$ cat config.mk
export PLATFORM = sky130hd
export DESIGN_NAME = hco_ctrl
export DESIGN_NICKNAME = d
export VERILOG_FILES = /design/src/rtl/core/hco_pkg.sv /design/src/rtl/core/hco_ctrl.sv
export SDC_FILE = /design/constraint.sdc
export NUM_CORES = 1
export LEC_CHECK = 0
export BUFFER_PORTS_ARGS = -buffer_cell sky130_fd_sc_hd__buf_2
export CORE_AREA = 3 3 40 42
export CTS_CLUSTER_SIZE = 28
export DETAILED_ROUTE_END_ITERATION = 6
export DIE_AREA = 0 0 43 45
export REMOVE_ABC_BUFFERS = 1
export SYNTH_ARGS = -nofsm -noshare
export SYNTH_HDL_FRONTEND = slang
export SYNTH_SLANG_ARGS = --single-unit
export TNS_END_PERCENT = 10
$ cat constraint.sdc
create_clock -name clk_i -period 1.5 [get_ports clk_i]
set_input_delay 0.075 -clock clk_i [delete_from_list [all_inputs] [get_ports clk_i]]
set_output_delay 0.075 -clock clk_i [all_outputs]
set_load 0.02 [all_outputs]
$ cat src/rtl/core/hco_pkg.sv
`default_nettype none
package hco_pkg;

  localparam int CursorSide = 16;
  localparam int PalEntries = 256;
  localparam int CoordW     = $clog2(CursorSide);
  localparam int EnableBit  = 7;
  localparam int ButtonW    = 5;

  localparam logic [7:0] BmpResetVal = 8'hFF;

  typedef enum logic [1:0] {
    CmdRead    = 2'd0,
    CmdWrite   = 2'd1,
    CmdCompose = 2'd2,
    CmdButton  = 2'd3
  } cmd_e;

  localparam logic [3:0] RegXHi    = 4'd0;
  localparam logic [3:0] RegXLo    = 4'd1;
  localparam logic [3:0] RegYHi    = 4'd2;
  localparam logic [3:0] RegYLo    = 4'd3;
  localparam logic [3:0] RegXOfs   = 4'd4;
  localparam logic [3:0] RegYOfs   = 4'd5;
  localparam logic [3:0] RegScroll = 4'd6;
  localparam logic [3:0] RegFlags  = 4'd7;
  localparam logic [3:0] RegBmpIdx = 4'd8;
  localparam logic [3:0] RegBmpDat = 4'd9;
  localparam logic [3:0] RegPalIdx = 4'd10;
  localparam logic [3:0] RegPalHi  = 4'd11;
  localparam logic [3:0] RegPalLo  = 4'd12;

  typedef enum logic [1:0] {
    StIdle,
    StAddr,
    StBmp,
    StPal
  } state_e;

  typedef struct packed {
    logic [1:0]  command;
    logic [3:0]  reg_offset;
    logic [7:0]  write_byte;
    logic [10:0] screen_x;
    logic [10:0] screen_y;
    logic [15:0] under_pixel;
    logic [2:0]  button_number;
    logic        button_pressed;
    logic [1:0]  click_count;
  } req_t;

  typedef struct packed {
    logic capture;
    logic addr_step;
    logic pal_step;
    logic finish;
  } ctrl_cmd_t;

  typedef struct packed {
    logic out_free;
  } dp_status_t;

endpackage
`default_nettype wire

$ cat src/rtl/core/hco_ctrl.sv
`default_nettype none
module hco_ctrl import hco_pkg::*; (
  input  wire logic       clk_i,
  input  wire logic       rst_ni,
  input  wire logic       req_valid_i,
  output logic            req_ready_o,
  input  wire dp_status_t status_i,
  output ctrl_cmd_t       cmd_o
);

  state_e state_q, state_d;

  always_ff @(posedge clk_i or negedge rst_ni) begin
    if (!rst_ni) begin
      state_q <= StIdle;
    end else begin
      state_q <= state_d;
    end
  end

  always_comb begin
    state_d = state_q;
    unique case (state_q)
      StIdle: if (req_valid_i) state_d = StAddr;
      StAddr: state_d = StBmp;
      StBmp:  state_d = StPal;
      StPal:  if (status_i.out_free) state_d = StIdle;
      default: state_d = StIdle;
    endcase
  end

  always_comb begin
    req_ready_o = 1'b0;
    cmd_o       = '0;
    unique case (state_q)
      StIdle: begin
        req_ready_o   = 1'b1;
        cmd_o.capture = req_valid_i;
      end
      StAddr: cmd_o.addr_step = 1'b1;
      StBmp:  cmd_o.pal_step = 1'b1;
      // hold the result until the output register frees up
      StPal:  cmd_o.finish = status_i.out_free;
      default: ;
    endcase
  end

endmodule
`default_nettype wire

# Word-level counts from Yosys, hierarchy flattened
# Cells that the tools add are included.
# word_totals
reg_bits	2
in_bits	4
output_inout_bits	5
elab_cells	16
# classes
eq_ne	5
muxes	8
reduce_logical	2
# ops
cell	n
$pmux W2 S4	1
$mux W1	5
$eq A2 B2 Y1 const B	2
$mux W2	2
$ne A2 B2 Y1 const B	2
$eq A2 B1 Y1 const B	1
$logic_not A2 Y1	1
$reduce_and A2 Y1	1

# Longest topological paths before layout
# logic_depth
depth_word	3
depth_mapped	4

# Least setup slack after synthesis
# No wires, ideal clock.
# synth_timing
path_type	register to register
from	register state_q[0]
to	register state_q[1]
setup_ns	0.125
arrival_time_ns	1.213
t_required_ns	1.375
slack_ns	0.162
path_stages_with_launch	5
n_path_buf	0
period_less_slack_ns	1.338
path_cell_list	dfrtp_1 -> inv_1 -> ha_1 -> a21oi_2 -> mux2_4
# synth_via
elab_chain_cells	3
# synth_lines
item	line_no	source
start, declared	hco_ctrl.sv:11	state_e state_q, state_d;
start signal, assigned	hco_ctrl.sv:15	state_q <= StIdle;
start signal, assigned	hco_ctrl.sv:17	state_q <= state_d;
$eq A2 B2 Y1 / $logic_not A2 Y1 (equally long branches)	hco_ctrl.sv:23	unique case (state_q)
$ne A2 B2 Y1 (no source line)	-	
$reduce_and A2 Y1 (no source line)	-	
# Several ways; a longest one is shown, not always the timed one.
# A chain may end at the register's enable or synchronous reset.

# Final worst setup path
# Ends and elaborated chain as after synthesis.

==> run summary <==
outcome: complete, no violations
first-pass GRT wire length: 669 um
GPL Wtd Cong: 0.680
IO Port Bufs: 8
maximum clock path buffer count: 2
DRT Wirelength: 384 um
Tmin final: 1340 ps
Fin. Hold Viols: 0
Final nets: 37
Slew @ Worst Pin: 158 ps
area growth from synthesis to layout: 52.5%
htree depth: 1
post-synthesis cell area: 174 um2
Crit Path Class: reg2reg
DP HPWL: 305 um
Sw Pwr: 0.248 mW
DRC: 0
Iter 0 DRT Violations: 6
drt pass-1 iters: 3
RSZ-0062 raised after global routing: no
max reg flops: 2
Syn Area/Cell: 11.6 um2
worst reg2reg path depth: 4
GRT overflow: 0
routed vias/inst: 3.45
Clock Latency Late Sink: 230 ps
synth unique cells: 9
Sink Count: 2
Hold Path Class: in2async
Power Density: 2250 nW/um2
WL/cell: 9.14 um
r2r startpoint: state_q[0]
I/O pins: 9
Combinational Power Share: 59.6%
Tot GR Track Use: 5.75%
DP Area: 233 um2
Design Area, Final: 265 um2
Reg clk slew, reported paths: 30 ps
final setup TNS: 0 ps
Rows: 13
relative slew slack: 89.5%
max-slew violations: 0
routed via count: 145
R2R Path End: state_q[1]
Seq/Total Area, Yosys: 28.8%
initial antenna violation count: 0
Critical Path Stages: 4
CTS Buf Count: 3
CP Capture Type: flop
largest net degree at the start of global routing: 5
required time of the critical path: 1600 ps
root buffer cell: clkbuf_4
Mapped Cells: 15
Die Y: 45 um
clock share of power: 20.5%
R2R setup slack: 160 ps
Flop pwr share: 19.9%
Overall Power: 0.596 mW
vias in the first global route: 136
CP Buf/Inv Count: 1
ANT cells: 0
flops & latches, synth: 2
final setup fails: 0
startpoint types: flop
core area: 1280 um2
cts repair resizes: 0
Power Internal: 0.348 mW
die width: 43 um
fraction of layout cells with a size suffix above 1: 59.3%
clock skew: 5.44 ps
TritonCTS clock tree: built
slowest stage delay, CP: 390 ps
Die ar.: 1940 um2
Net Sw Frac: 41.6%
Final period util: 89.2%
Crit-path slowest cell: dfrtp_1
max-cap violation count: 0
Top delay family on crit path: flip-flops
crit path max fanout: 4
crit path cell chain: inv_1 -> ha_1 -> a21oi_2 -> mux2_4
crit path DAT: 1440 ps
Antenna Nets Post-Route: 0
Synthesis Warnings: 0
Max Fclk: 0.748 GHz
Max VDD drop: 0.000440 V
Largest Register: state_q
Starting Density: 13.5%
LEAKAGE: 0.149 nW
Largest regs: state_q: 2 flops
## logic make-up after synthesis
logic type / after synthesis / share of synthesized area, %
AO/OA/AOI/OAI: 2 / 11.5
adder cells (fa/ha/maj): 4 / 28.8
buffers and inverters: 3 / 6.47
flip-flops: 2 / 28.8
multiplexers: 1 / 8.63
AND/OR/NAND/NOR: 3 / 15.8
## power groups by stage
stage,clock (mW),sequential (mW),combinational [mW]
detailed placement,0,0.120,0.354
global route,0.137,0.124,0.389
floorplan,0,0.109,0.285
global placement,0,0.121,0.353
finish,0.122,0.119,0.355
CTS,0.133,0.118,0.356
## worst max path at each step
stage	end	startpoint	slack (ps)
finish	state_q[1]	state_q[0]	160
floorplan	state_q[1]	state_q[0]	160
global route	cmd_o[3]	state_q[0]	90
detailed placement	state_q[1]	state_q[0]	190
CTS	cmd_o[3]	state_q[0]	160
global placement	state_q[1]	state_q[0]	190
## synth_stat cells (all sizes together)
cell	n	area share, %
a21oi	1	5.0
and2	2	7.9
dfrtp	2	29
ha	4	29
inv	3	6.5
mux2	1	8.6
nor2b	1	7.9
o32a	1	6.5
## metrics by stage
stage | hold slack [ps] | worst slack, ps | std cells | utilization, %
6_report | 163 | 162 | 42 | 20.6
2_1_floorplan | -221 | 162 | 15 | -
3_3_place_gp | -139 | 194 | 38 | 18.1
3_5_place_dp | -139 | 186 | 38 | 18.1
5_1_grt | 169 | 91.2 | 42 | 20.6
4_1_cts | 155 | 164 | 42 | 20.6
## cell type report
class	instances	area (um2)
Clock buffer	3	22.5
Inverter	3	11.3
Tap cell	15	18.8
Fill cell	135	1020
Sequential cell	2	50.0
Timing Repair Buffer	9	50.0
Multi-Input combinational cell	10	113
## placed cells by master, fill, tap and decap left out
| cell | synthesis | layout |
|---|---|---|
| buf_2 | 0 | 8 |
| ha_1 | 4 | 4 |
| inv_1 | 3 | 3 |
| clkbuf_4 | 0 | 3 |
| dfrtp_1 | 2 | 2 |
| and2_2 | 1 | 1 |
| and2_1 | 1 | 1 |
| nor2b_4 | 1 | 1 |
| a21oi_2 | 1 | 1 |
| o32a_2 | 1 | 1 |
| mux2_4 | 1 | 1 |
| dlygate4sd3_1 | 0 | 1 |
## metal layers
| metal | up-vias | routed length, um | track usage (%) |
|---|---|---|---|
| li1 | 73 | - | - |
| met1 | 63 | 181 | 6.02 |
| met2 | 9 | 128 | 5.09 |
| met3 | 0 | 75 | 7.17 |
| met4 | 0 | 0 | 5.42 |
| met5 | - | 0 | 0 |
## timing repair
item | CTS | global route
setup buffers | 0 | 0
endpoints found under the hold margin | 2 | 0
hold buffers | 1 | 0
Note: power is estimated with default switching activity, not from simulation.
